File: src/rtl/tiad_pkg.sv
package tiad_pkg;

    // Default table size and register reset values
    localparam int TABLE_DEPTH_DEF = 64;
    localparam logic [15:0] MIN_INTERVAL_RST = 16'd5000;
    localparam logic [5:0] MISS_LIMIT_RST = 6'd30;

    // Configuration register map
    localparam int CFG_IDX_W = 1;
    localparam int CFG_DATA_W = 16;
    localparam logic [CFG_IDX_W-1:0] CFG_MIN_INTERVAL = 1'b0;
    localparam logic [CFG_IDX_W-1:0] CFG_MISS_LIMIT = 1'b1;

    // Input command codes
    localparam logic CMD_DETECT = 1'b0;
    localparam logic CMD_EOF = 1'b1;

    // Frame status codes
    localparam logic [1:0] STATUS_DONE = 2'd0;
    localparam logic [1:0] STATUS_IGNORED = 2'd1;
    localparam logic [1:0] STATUS_INIT = 2'd2;

    typedef struct packed {
        logic               command;
        logic signed [15:0] det_id;
        logic               is_person;
        logic               in_region;
        logic [47:0]        frame_time_ms;
    } tiad_in_t;

    typedef struct packed {
        logic [1:0] frame_status;
        logic       upload;
        logic [6:0] person_count;
        logic [6:0] reported_count;
        logic       table_overflow;
    } tiad_out_t;

    // One table entry as stored in the memory
    typedef struct packed {
        logic        valid;
        logic [14:0] id;
        logic [6:0]  miss;
        logic        reported;
        logic        seen;
    } tiad_entry_t;

    typedef enum logic [3:0] {
        ST_CLEAR,
        ST_IDLE,
        ST_DISPATCH,
        ST_LK_RD,
        ST_LK_EV,
        ST_LK_INS,
        ST_AGE_RD,
        ST_AGE_EV,
        ST_UPD_CHK,
        ST_MARK_RD,
        ST_MARK_EV,
        ST_FIN,
        ST_OUT
    } tiad_state_t;

    // Controller to datapath commands
    typedef struct packed {
        logic       clr_wr;
        logic       load_in;
        logic       note_det;
        logic       pass_start;
        logic       idx_clr;
        logic       idx_inc;
        logic       mem_rd;
        logic       lk_eval;
        logic       lk_insert;
        logic       age_eval;
        logic       upd_check;
        logic       mark_eval;
        logic       fin;
        logic [1:0] fin_code;
        logic       out_load;
    } tiad_cmd_t;

    // Datapath to controller status
    typedef struct packed {
        logic eof;
        logic det_skip;
        logic had_det;
        logic init_pending;
        logic idx_last;
        logic lk_hit;
        logic out_free;
    } tiad_sts_t;

endpackage

File: src/rtl/tiad_ctrl.sv
module tiad_ctrl (
    input  logic               aclk,
    input  logic               aresetn,
    input  logic               s_valid,
    output logic               s_ready,
    input  tiad_pkg::tiad_sts_t sts,
    output tiad_pkg::tiad_cmd_t cmd
);
    import tiad_pkg::*;

    tiad_state_t state_reg, state_next;

    // State register; reset starts the table clearing sweep
    always_ff @(posedge aclk) begin
        if (!aresetn) begin
            state_reg <= ST_CLEAR;
        end else begin
            state_reg <= state_next;
        end
    end

    // Next state and commands
    always_comb begin
        state_next = state_reg;
        cmd = '0;
        s_ready = 1'b0;
        unique case (state_reg)
            ST_CLEAR: begin
                cmd.clr_wr = 1'b1;
                if (sts.idx_last) begin
                    state_next = ST_IDLE;
                end else begin
                    cmd.idx_inc = 1'b1;
                end
            end
            ST_IDLE: begin
                s_ready = 1'b1;
                if (s_valid) begin
                    cmd.load_in = 1'b1;
                    state_next = ST_DISPATCH;
                end
            end
            ST_DISPATCH: begin
                cmd.pass_start = 1'b1;
                if (!sts.eof) begin
                    cmd.note_det = 1'b1;
                    state_next = sts.det_skip ? ST_IDLE : ST_LK_RD;
                end else if (!sts.had_det) begin
                    cmd.fin = 1'b1;
                    cmd.fin_code = STATUS_IGNORED;
                    state_next = ST_OUT;
                end else if (sts.init_pending) begin
                    cmd.fin = 1'b1;
                    cmd.fin_code = STATUS_INIT;
                    state_next = ST_OUT;
                end else begin
                    state_next = ST_AGE_RD;
                end
            end
            ST_LK_RD: begin
                cmd.mem_rd = 1'b1;
                state_next = ST_LK_EV;
            end
            ST_LK_EV: begin
                cmd.lk_eval = 1'b1;
                if (sts.lk_hit) begin
                    state_next = ST_IDLE;
                end else if (sts.idx_last) begin
                    state_next = ST_LK_INS;
                end else begin
                    cmd.idx_inc = 1'b1;
                    state_next = ST_LK_RD;
                end
            end
            ST_LK_INS: begin
                cmd.lk_insert = 1'b1;
                state_next = ST_IDLE;
            end
            ST_AGE_RD: begin
                cmd.mem_rd = 1'b1;
                state_next = ST_AGE_EV;
            end
            ST_AGE_EV: begin
                cmd.age_eval = 1'b1;
                if (sts.idx_last) begin
                    state_next = ST_UPD_CHK;
                end else begin
                    cmd.idx_inc = 1'b1;
                    state_next = ST_AGE_RD;
                end
            end
            ST_UPD_CHK: begin
                cmd.upd_check = 1'b1;
                cmd.idx_clr = 1'b1;
                state_next = ST_MARK_RD;
            end
            ST_MARK_RD: begin
                cmd.mem_rd = 1'b1;
                state_next = ST_MARK_EV;
            end
            ST_MARK_EV: begin
                cmd.mark_eval = 1'b1;
                if (sts.idx_last) begin
                    state_next = ST_FIN;
                end else begin
                    cmd.idx_inc = 1'b1;
                    state_next = ST_MARK_RD;
                end
            end
            ST_FIN: begin
                cmd.fin = 1'b1;
                cmd.fin_code = STATUS_DONE;
                state_next = ST_OUT;
            end
            ST_OUT: begin
                if (sts.out_free) begin
                    cmd.out_load = 1'b1;
                    state_next = ST_IDLE;
                end
            end
            default: begin
                state_next = ST_IDLE;
            end
        endcase
    end

endmodule

File: src/rtl/tiad_dp.sv
module tiad_dp #(
    parameter int TABLE_DEPTH = tiad_pkg::TABLE_DEPTH_DEF
) (
    input  logic                              aclk,
    input  logic                              aresetn,
    input  tiad_pkg::tiad_cmd_t               cmd,
    output tiad_pkg::tiad_sts_t               sts,
    input  tiad_pkg::tiad_in_t                s_data,
    input  logic                              cfg_valid,
    input  logic [tiad_pkg::CFG_IDX_W-1:0]    cfg_index,
    input  logic [tiad_pkg::CFG_DATA_W-1:0]   cfg_data,
    input  logic                              m_ready,
    output logic                              m_valid,
    output tiad_pkg::tiad_out_t               m_data
);
    import tiad_pkg::*;

    localparam int IDX_W = $clog2(TABLE_DEPTH);
    localparam int CNT_W = $clog2(TABLE_DEPTH + 1);

    // Entry table
    tiad_entry_t mem [TABLE_DEPTH];
    tiad_entry_t rd_data_reg;
    tiad_entry_t wr_data;
    logic [IDX_W-1:0] wr_addr;
    logic wr_en;

    logic [IDX_W-1:0] idx_reg;
    logic [IDX_W-1:0] free_idx_reg;
    logic free_found_reg;

    tiad_in_t in_reg;

    logic [15:0] min_interval_reg;
    logic [5:0] miss_limit_reg;

    logic [47:0] last_upload_reg;
    logic init_pending_reg;
    logic had_det_reg;
    logic overflow_reg;
    logic has_new_reg;
    logic upload_reg;
    logic ovf_out_reg;
    logic [1:0] res_status_reg;
    logic [CNT_W-1:0] person_cnt_reg;
    logic [CNT_W-1:0] reported_cnt_reg;

    logic m_valid_reg;
    tiad_out_t m_data_reg;

    logic lk_hit;
    logic [6:0] miss_inc;
    logic age_drop;
    logic [47:0] elapsed;
    logic [6:0] person_sat;
    logic [6:0] reported_sat;

    // Configuration registers
    always_ff @(posedge aclk) begin
        if (!aresetn) begin
            min_interval_reg <= MIN_INTERVAL_RST;
            miss_limit_reg <= MISS_LIMIT_RST;
        end else if (cfg_valid) begin
            unique case (cfg_index)
                CFG_MIN_INTERVAL: min_interval_reg <= cfg_data;
                CFG_MISS_LIMIT:   miss_limit_reg <= cfg_data[5:0];
                default: ;
            endcase
        end
    end

    // Input transaction register
    always_ff @(posedge aclk) begin
        if (cmd.load_in) begin
            in_reg <= s_data;
        end
    end

    // Table walk index
    always_ff @(posedge aclk) begin
        if (!aresetn) begin
            idx_reg <= '0;
        end else if (cmd.pass_start || cmd.idx_clr) begin
            idx_reg <= '0;
        end else if (cmd.idx_inc) begin
            idx_reg <= idx_reg + 1'b1;
        end
    end

    // Entry evaluation
    assign lk_hit = rd_data_reg.valid && (rd_data_reg.id == in_reg.det_id[14:0]);
    assign miss_inc = rd_data_reg.miss + 7'd1;
    assign age_drop = miss_inc > {1'b0, miss_limit_reg};
    assign elapsed = in_reg.frame_time_ms - last_upload_reg;

    // Table write select
    always_comb begin
        wr_en = 1'b0;
        wr_addr = idx_reg;
        wr_data = rd_data_reg;
        if (cmd.clr_wr) begin
            wr_en = 1'b1;
            wr_data = '0;
        end else if (cmd.lk_eval && lk_hit) begin
            wr_en = 1'b1;
            wr_data.seen = 1'b1;
        end else if (cmd.lk_insert && free_found_reg) begin
            wr_en = 1'b1;
            wr_addr = free_idx_reg;
            wr_data.valid = 1'b1;
            wr_data.id = in_reg.det_id[14:0];
            wr_data.miss = '0;
            wr_data.reported = 1'b0;
            wr_data.seen = 1'b1;
        end else if (cmd.age_eval && rd_data_reg.valid) begin
            wr_en = 1'b1;
            if (rd_data_reg.seen) begin
                wr_data.miss = '0;
            end else if (age_drop) begin
                wr_data.valid = 1'b0;
                wr_data.reported = 1'b0;
                wr_data.miss = '0;
            end else begin
                wr_data.miss = miss_inc;
            end
        end else if (cmd.mark_eval && rd_data_reg.valid && rd_data_reg.seen) begin
            wr_en = 1'b1;
            wr_data.seen = 1'b0;
            if (upload_reg) begin
                wr_data.reported = 1'b1;
                wr_data.miss = '0;
            end
        end
    end

    // Table memory, one write and one registered read per cycle
    always_ff @(posedge aclk) begin
        if (wr_en) begin
            mem[wr_addr] <= wr_data;
        end
        if (cmd.mem_rd) begin
            rd_data_reg <= mem[idx_reg];
        end
    end

    // Lowest free slot seen during a lookup walk
    always_ff @(posedge aclk) begin
        if (!aresetn) begin
            free_found_reg <= 1'b0;
        end else if (cmd.pass_start) begin
            free_found_reg <= 1'b0;
        end else if (cmd.lk_eval && !rd_data_reg.valid && !free_found_reg) begin
            free_found_reg <= 1'b1;
        end
    end

    always_ff @(posedge aclk) begin
        if (cmd.lk_eval && !rd_data_reg.valid && !free_found_reg) begin
            free_idx_reg <= idx_reg;
        end
    end

    // Frame state flags and upload timing
    always_ff @(posedge aclk) begin
        if (!aresetn) begin
            init_pending_reg <= 1'b1;
            had_det_reg <= 1'b0;
            overflow_reg <= 1'b0;
            last_upload_reg <= '0;
            has_new_reg <= 1'b0;
            upload_reg <= 1'b0;
            ovf_out_reg <= 1'b0;
            res_status_reg <= STATUS_DONE;
            person_cnt_reg <= '0;
        end else begin
            if (cmd.note_det) begin
                had_det_reg <= 1'b1;
            end
            if (cmd.lk_insert && !free_found_reg) begin
                overflow_reg <= 1'b1;
            end
            // person count also starts from zero for ignored and first frames
            if (cmd.pass_start) begin
                has_new_reg <= 1'b0;
                person_cnt_reg <= '0;
            end
            if (cmd.age_eval && rd_data_reg.valid && rd_data_reg.seen) begin
                person_cnt_reg <= person_cnt_reg + 1'b1;
                if (!rd_data_reg.reported) begin
                    has_new_reg <= 1'b1;
                end
            end
            if (cmd.upd_check) begin
                upload_reg <= has_new_reg && (elapsed >= {32'd0, min_interval_reg});
                if (has_new_reg && (elapsed >= {32'd0, min_interval_reg})) begin
                    last_upload_reg <= in_reg.frame_time_ms;
                end
            end
            if (cmd.fin) begin
                res_status_reg <= cmd.fin_code;
                had_det_reg <= 1'b0;
                overflow_reg <= 1'b0;
                if (cmd.fin_code == STATUS_DONE) begin
                    ovf_out_reg <= overflow_reg;
                end else begin
                    ovf_out_reg <= 1'b0;
                    upload_reg <= 1'b0;
                end
                if (cmd.fin_code == STATUS_INIT) begin
                    last_upload_reg <= in_reg.frame_time_ms;
                    init_pending_reg <= 1'b0;
                end
            end
        end
    end

    // Count of valid entries marked reported
    always_ff @(posedge aclk) begin
        if (!aresetn) begin
            reported_cnt_reg <= '0;
        end else if (cmd.age_eval && rd_data_reg.valid && !rd_data_reg.seen && age_drop
                     && rd_data_reg.reported) begin
            reported_cnt_reg <= reported_cnt_reg - 1'b1;
        end else if (cmd.mark_eval && upload_reg && rd_data_reg.valid && rd_data_reg.seen
                     && !rd_data_reg.reported) begin
            reported_cnt_reg <= reported_cnt_reg + 1'b1;
        end
    end

    // Saturate counts to the 7-bit result fields
    assign person_sat = (32'(person_cnt_reg) > 32'd127) ? 7'd127 : 7'(person_cnt_reg);
    assign reported_sat = (32'(reported_cnt_reg) > 32'd127) ? 7'd127 : 7'(reported_cnt_reg);

    // Result register
    always_ff @(posedge aclk) begin
        if (!aresetn) begin
            m_valid_reg <= 1'b0;
        end else if (cmd.out_load) begin
            m_valid_reg <= 1'b1;
        end else if (m_ready) begin
            m_valid_reg <= 1'b0;
        end
    end

    always_ff @(posedge aclk) begin
        if (cmd.out_load) begin
            m_data_reg.frame_status <= res_status_reg;
            m_data_reg.upload <= upload_reg;
            m_data_reg.person_count <= person_sat;
            m_data_reg.reported_count <= reported_sat;
            m_data_reg.table_overflow <= ovf_out_reg;
        end
    end

    assign m_valid = m_valid_reg;
    assign m_data = m_data_reg;

    // Status to the controller
    assign sts.eof = (in_reg.command == CMD_EOF);
    assign sts.det_skip = init_pending_reg || !in_reg.is_person || in_reg.det_id[15]
                          || !in_reg.in_region;
    assign sts.had_det = had_det_reg;
    assign sts.init_pending = init_pending_reg;
    assign sts.idx_last = (idx_reg == IDX_W'(TABLE_DEPTH - 1));
    assign sts.lk_hit = lk_hit;
    assign sts.out_free = !m_valid_reg || m_ready;

endmodule

File: src/rtl/tracked_id_alert_dedup_unit.sv
// Channel  Ports                               Direction  Content
// -------  ----------------------------------  ---------  ---------------------------------
// input    s_valid, s_ready, s_data            in         detection or end-of-frame item
// result   m_valid, m_ready, m_data            out        one frame result per end of frame
// config   cfg_valid, cfg_ready, cfg_index,    in         0 upload interval, 1 miss limit
//          cfg_data
//
// In a detection the table memory is walked one entry at a time (registered read, then
// compare and write back), stopping on a match.
// An end of frame with detections walks the table twice (ageing walk, then mark walk),
// except in the first frame; other end-of-frame items do not walk the table.
// After reset every table entry is cleared before s_ready rises.
// Reset is synchronous, active low. A result waiting on m_ready holds the block before
// its next result only; cfg_ready is always high.
module tracked_id_alert_dedup_unit #(
    parameter int TABLE_DEPTH = tiad_pkg::TABLE_DEPTH_DEF
) (
    input  logic                            aclk,
    input  logic                            aresetn,
    input  logic                            s_valid,
    output logic                            s_ready,
    input  tiad_pkg::tiad_in_t              s_data,
    output logic                            m_valid,
    input  logic                            m_ready,
    output tiad_pkg::tiad_out_t             m_data,
    input  logic                            cfg_valid,
    output logic                            cfg_ready,
    input  logic [tiad_pkg::CFG_IDX_W-1:0]  cfg_index,
    input  logic [tiad_pkg::CFG_DATA_W-1:0] cfg_data
);
    import tiad_pkg::*;

    tiad_cmd_t cmd;
    tiad_sts_t sts;

    // Register writes are always taken
    assign cfg_ready = 1'b1;

    // Sequencer
    tiad_ctrl u_ctrl (
        .aclk    (aclk),
        .aresetn (aresetn),
        .s_valid (s_valid),
        .s_ready (s_ready),
        .sts     (sts),
        .cmd     (cmd)
    );

    // Table, counters and result register
    tiad_dp #(
        .TABLE_DEPTH (TABLE_DEPTH)
    ) u_dp (
        .aclk      (aclk),
        .aresetn   (aresetn),
        .cmd       (cmd),
        .sts       (sts),
        .s_data    (s_data),
        .cfg_valid (cfg_valid),
        .cfg_index (cfg_index),
        .cfg_data  (cfg_data),
        .m_ready   (m_ready),
        .m_valid   (m_valid),
        .m_data    (m_data)
    );

endmodule

File: config.mk
export PLATFORM = sky130hd
export DESIGN_NAME = tracked_id_alert_dedup_unit
export DESIGN_NICKNAME = d
export VERILOG_FILES = /design/src/rtl/tiad_pkg.sv /design/src/rtl/tiad_ctrl.sv /design/src/rtl/tiad_dp.sv /design/src/rtl/tracked_id_alert_dedup_unit.sv
export SDC_FILE = /design/constraint.sdc
export NUM_CORES = 2
export LEC_CHECK = 0
export ABC_AREA = 1
export BUFFER_PORTS_ARGS = -buffer_cell sky130_fd_sc_hd__buf_2
export CORE_ASPECT_RATIO = 0.75
export CORE_UTILIZATION = 60
export CTS_BUF_LIST = sky130_fd_sc_hd__clkbuf_4 sky130_fd_sc_hd__clkbuf_8
export CTS_CLUSTER_SIZE = 10
export DETAILED_ROUTE_END_ITERATION = 16
export PLACE_DENSITY_LB_ADDON = 0.05
export REMOVE_ABC_BUFFERS = 1
export SLEW_MARGIN = 15
export SYNTH_ARGS = -nofsm -noshare
export SYNTH_HDL_FRONTEND = slang
export SYNTH_SLANG_ARGS = --single-unit
File: constraint.sdc
create_clock -name aclk -period 22.6 [get_ports aclk]
set_input_delay 1.13 -clock aclk [delete_from_list [all_inputs] [get_ports aclk]]
set_output_delay 1.13 -clock aclk [all_outputs]
set_load 0.1 [all_outputs]
==> impl_metrics.tcl <==
set metrics [dict create \
    h-tree-depth 5 \
    synth_edf_count 1716 \
    cts_tree "yes" \
    switching_share 0.234 \
    num_vias 53824 \
    maxCapViolCount 0 \
    timing.final.ws_setup_ps 17830 \
    clk_pin_slew_ps 60 \
    hold_viol 0 \
    drt_iter0_markers 7268 \
    yosys.area.top_type "edfxtp_1" \
    syn_avg_cell_area_um2 11.5 \
    area_growth_syn_to_layout_pct 10.5 \
    synth-simple-area-share 0.114 \
    synthTopCellsByCount "1716 x edfxtp_1, 1024 x nor2_1, 911 x o21ai_0" \
    synth_top_area_share 0.672 \
    yosysMostFrequentCell "edfxtp_1" \
    crit_type "register to register" \
    ctsResizeCount 0 \
    dpl.cell_count 8206 \
    crit_start "u_dp.in_reg[0]$_DFFE_PP_" \
    cellInternalPower_mw 5.21 \
    grt_max_degree 215 \
    coreArea_um2 127000 \
    cts_root_buf "clkbuf_8" \
    reg2reg_setup_slack_ps 17830 \
    routed_via_density 6.18 \
    hold_path_class "input port to register" \
    nets 6998 \
    die_x_um 415 \
    vdd_drop_max_mv 0.0846 \
    gp_congestion 0.949 \
    start_util 0.605 \
    tightest_slew_ps 1250 \
    hpwl_um 125000 \
    die-height_um 312 \
    drv_slew 0 \
    rsz0062_at_grt "no" \
    ant_nets 0 \
    grt_pass1_wl_um 322000 \
    cts_buffers 288 \
    grt_usage 0.337 \
    postCtsHoldBufs 0 \
    p_total_mw 6.80 \
    r2r-end "u_dp.last_upload_reg[0]$_SDFF_PN0_" \
    stdcell_count 8703 \
    min_period_over_period 0.211 \
    synth_xor_area_frac 0.00354 \
    max_freq_ghz 0.210 \
    drive_gt1_frac 0.110 \
    synth-main-ff-cell "edfxtp_1" \
    combPwrFrac 0.066 \
    status "complete, no violations" \
    synth_compound_gate_area_share 0.124 \
    synth_cells 6678 \
    grt_antenna_before_repair 6 \
    synth_top_family_by_area "compound AO/OA/AOI/OAI gates" \
    synth_area_leaders "edfxtp_1 67%, o21ai_0 5.9%, nor2_1 5.0%, nand2_1 4.0%, dfxtp_1 2.7%" \
    synth_seq_cells 1820 \
    syn_area_um2 76600 \
    fp-row-count 113 \
    ys_seq_area_frac 0.700 \
    hold_ws_ps 289 \
    synthMuxAreaShare 0.000131 \
    powerDensity_nw_per_um2 80.3 \
    finalSetupViolations 0 \
    skew_ps 67.8 \
    cp-start-kind "register" \
    clock_sinks 1820 \
    synth_fa_ha_area_frac 0.0131 \
    worstPathRequired_ps 23510 \
    die-area_um2 129000 \
    clock_latency_ps 1040 \
    power.switching_mw 1.59 \
    maxSlewHeadroom 0.163 \
    ys_types 54 \
    rr_startpoint "u_dp.in_reg[0]$_DFFE_PP_" \
    drt_wl_total_um 220000 \
    grt_pass1_vias 49426 \
    worst-path-max-fanout 40 \
    timing.setup.tns_ps 0 \
    p_leak_nw 30.4 \
    cp-endpoint "u_dp.last_upload_reg[0]$_SDFF_PN0_" \
    drc 0 \
    portBuffers 108 \
    rr_worst_depth 25 \
    ioPinCount 110 \
    postCtsSetupBuffers 0 \
    wl_per_cell_um 25.3 \
    largest_reg_flops 1600 \
    clockBufferDepth 4 \
    drt_first_pass_iters 7 \
    ys_warn_count 0 \
    critPathCaptureType "register" \
    async_reset_ff_frac 0 \
    place_ws_ps 18000 \
    p_seq_frac 0.539 \
    clkPwrFrac 0.395 \
    cp.arrival_ps 5680 \
    overflow 0 \
    period_minus_slack_ps 4770 \
]
layout by cell type (no fill, tap or decap), types with 39 or more instances in the layout:
| master | Yosys | layout |
|---|---|---|
| nand3_1 | 283 | 283 |
| clkinv_1 | 9 | 75 |
| clkbuf_4 | 0 | 97 |
| o211ai_1 | 58 | 58 |
| nor2_1 | 1024 | 982 |
| buf_4 | 1 | 126 |
| nor2_2 | 2 | 40 |
| ha_1 | 77 | 77 |
| dfxtp_1 | 104 | 100 |
| nand2_1 | 807 | 806 |
| a31oi_1 | 39 | 39 |
| o22ai_1 | 252 | 252 |
| a21oi_1 | 183 | 162 |
| clkbuf_8 | 0 | 300 |
| o21ai_0 | 911 | 910 |
| edfxtp_1 | 1716 | 1716 |
| o221ai_1 | 152 | 152 |
| buf_2 | 10 | 108 |
| inv_1 | 511 | 498 |
power by group through the flow:
stage	Sequential (mW)	Clock [mW]	Combinational (mW)
global placement	3.74	0	0.431
finish	3.67	2.69	0.449
CTS	3.67	2.71	0.440
global route	3.67	2.86	0.481
detailed placement	3.74	0	0.438
floorplan	3.76	0	0.261
cell type report:
class | count | area (um2)
flip-flops and latches | 1820 | 53600
repair buffers | 241 | 1630
fillers | 9498 | 42000
clock inverters | 90 | 490
multi-input cells | 3942 | 19900
inverters | 537 | 2040
diodes | 9 | 22.5
clock buffers | 397 | 4860
well taps | 1667 | 2090
cells by family (layout without fill, tap and decap cells):
group	count (synthesis)	after routing
adders and majority gates	79	79
DFF	1820	1820
AOI/OAI and AO/OA	1644	1644
and+or+nand+nor	2186	2186
other	1	10
buffers and inverters	916	1265
muxes	1	1
xor gates and xnor gates	31	31
worst min-delay path by stage:
stage,endpoint,cells past startpoint,startpoint,slack [ps]
floorplan,u_dp.m_data[14]$_DFFE_PP_,0,u_dp.person_cnt_reg[6]$_SDFFE_PN0P_,410
global placement,u_dp.m_data[16]$_DFFE_PP_,0,u_dp.res_status_reg[0]$_SDFFE_PN0P_,430
detailed placement,u_dp.m_data[16]$_DFFE_PP_,0,u_dp.res_status_reg[0]$_SDFFE_PN0P_,430
CTS,u_dp.in_reg[31]$_DFFE_PP_,1,s_data[31],220
global route,u_dp.in_reg[31]$_DFFE_PP_,1,s_data[31],250
finish,u_dp.in_reg[17]$_DFFE_PP_,1,s_data[17],290
worst max-delay path, stage by stage (launching register included):
cell      delay (ps)
edfxtp_1         410
inv_1             80
ha_1             150
inv_1             90
fa_1             410
nand3_1          120
nand3_1          190
nand3_1          120
nand3_1          240
xor2_1           230
ha_1             190
a21oi_1          130
nor2_1            50
a211oi_1         220
nand3_1          160
nor2_1           110
nand3b_1         120
nor2_1           110
nand2_1           70
nor2_1           100
nand4_1          460
buf_4            500
nand3_1          150
nand3_1           90
nand2_1           90
inv_1             30
through the flow:
stage | instance area [um2] | util
floorplan | 75200 | -
global placement | 79300 | 0.626
detailed placement | 79300 | 0.626
CTS | 84600 | 0.668
global route | 84700 | 0.668
finish | 84700 | 0.668
routing by layer:
metal / global-route usage / wire (um) / up-vias
met2: 0.477 / 93400 / 3081
met1: 0.507 / 92500 / 26043
met5: 0 / 27 / -
li1: - / - / 24266
met3: 0.0869 / 27000 / 430
met4: 0.122 / 7320 / 4
No activity file was read; power rests on OpenSTA's default activity.
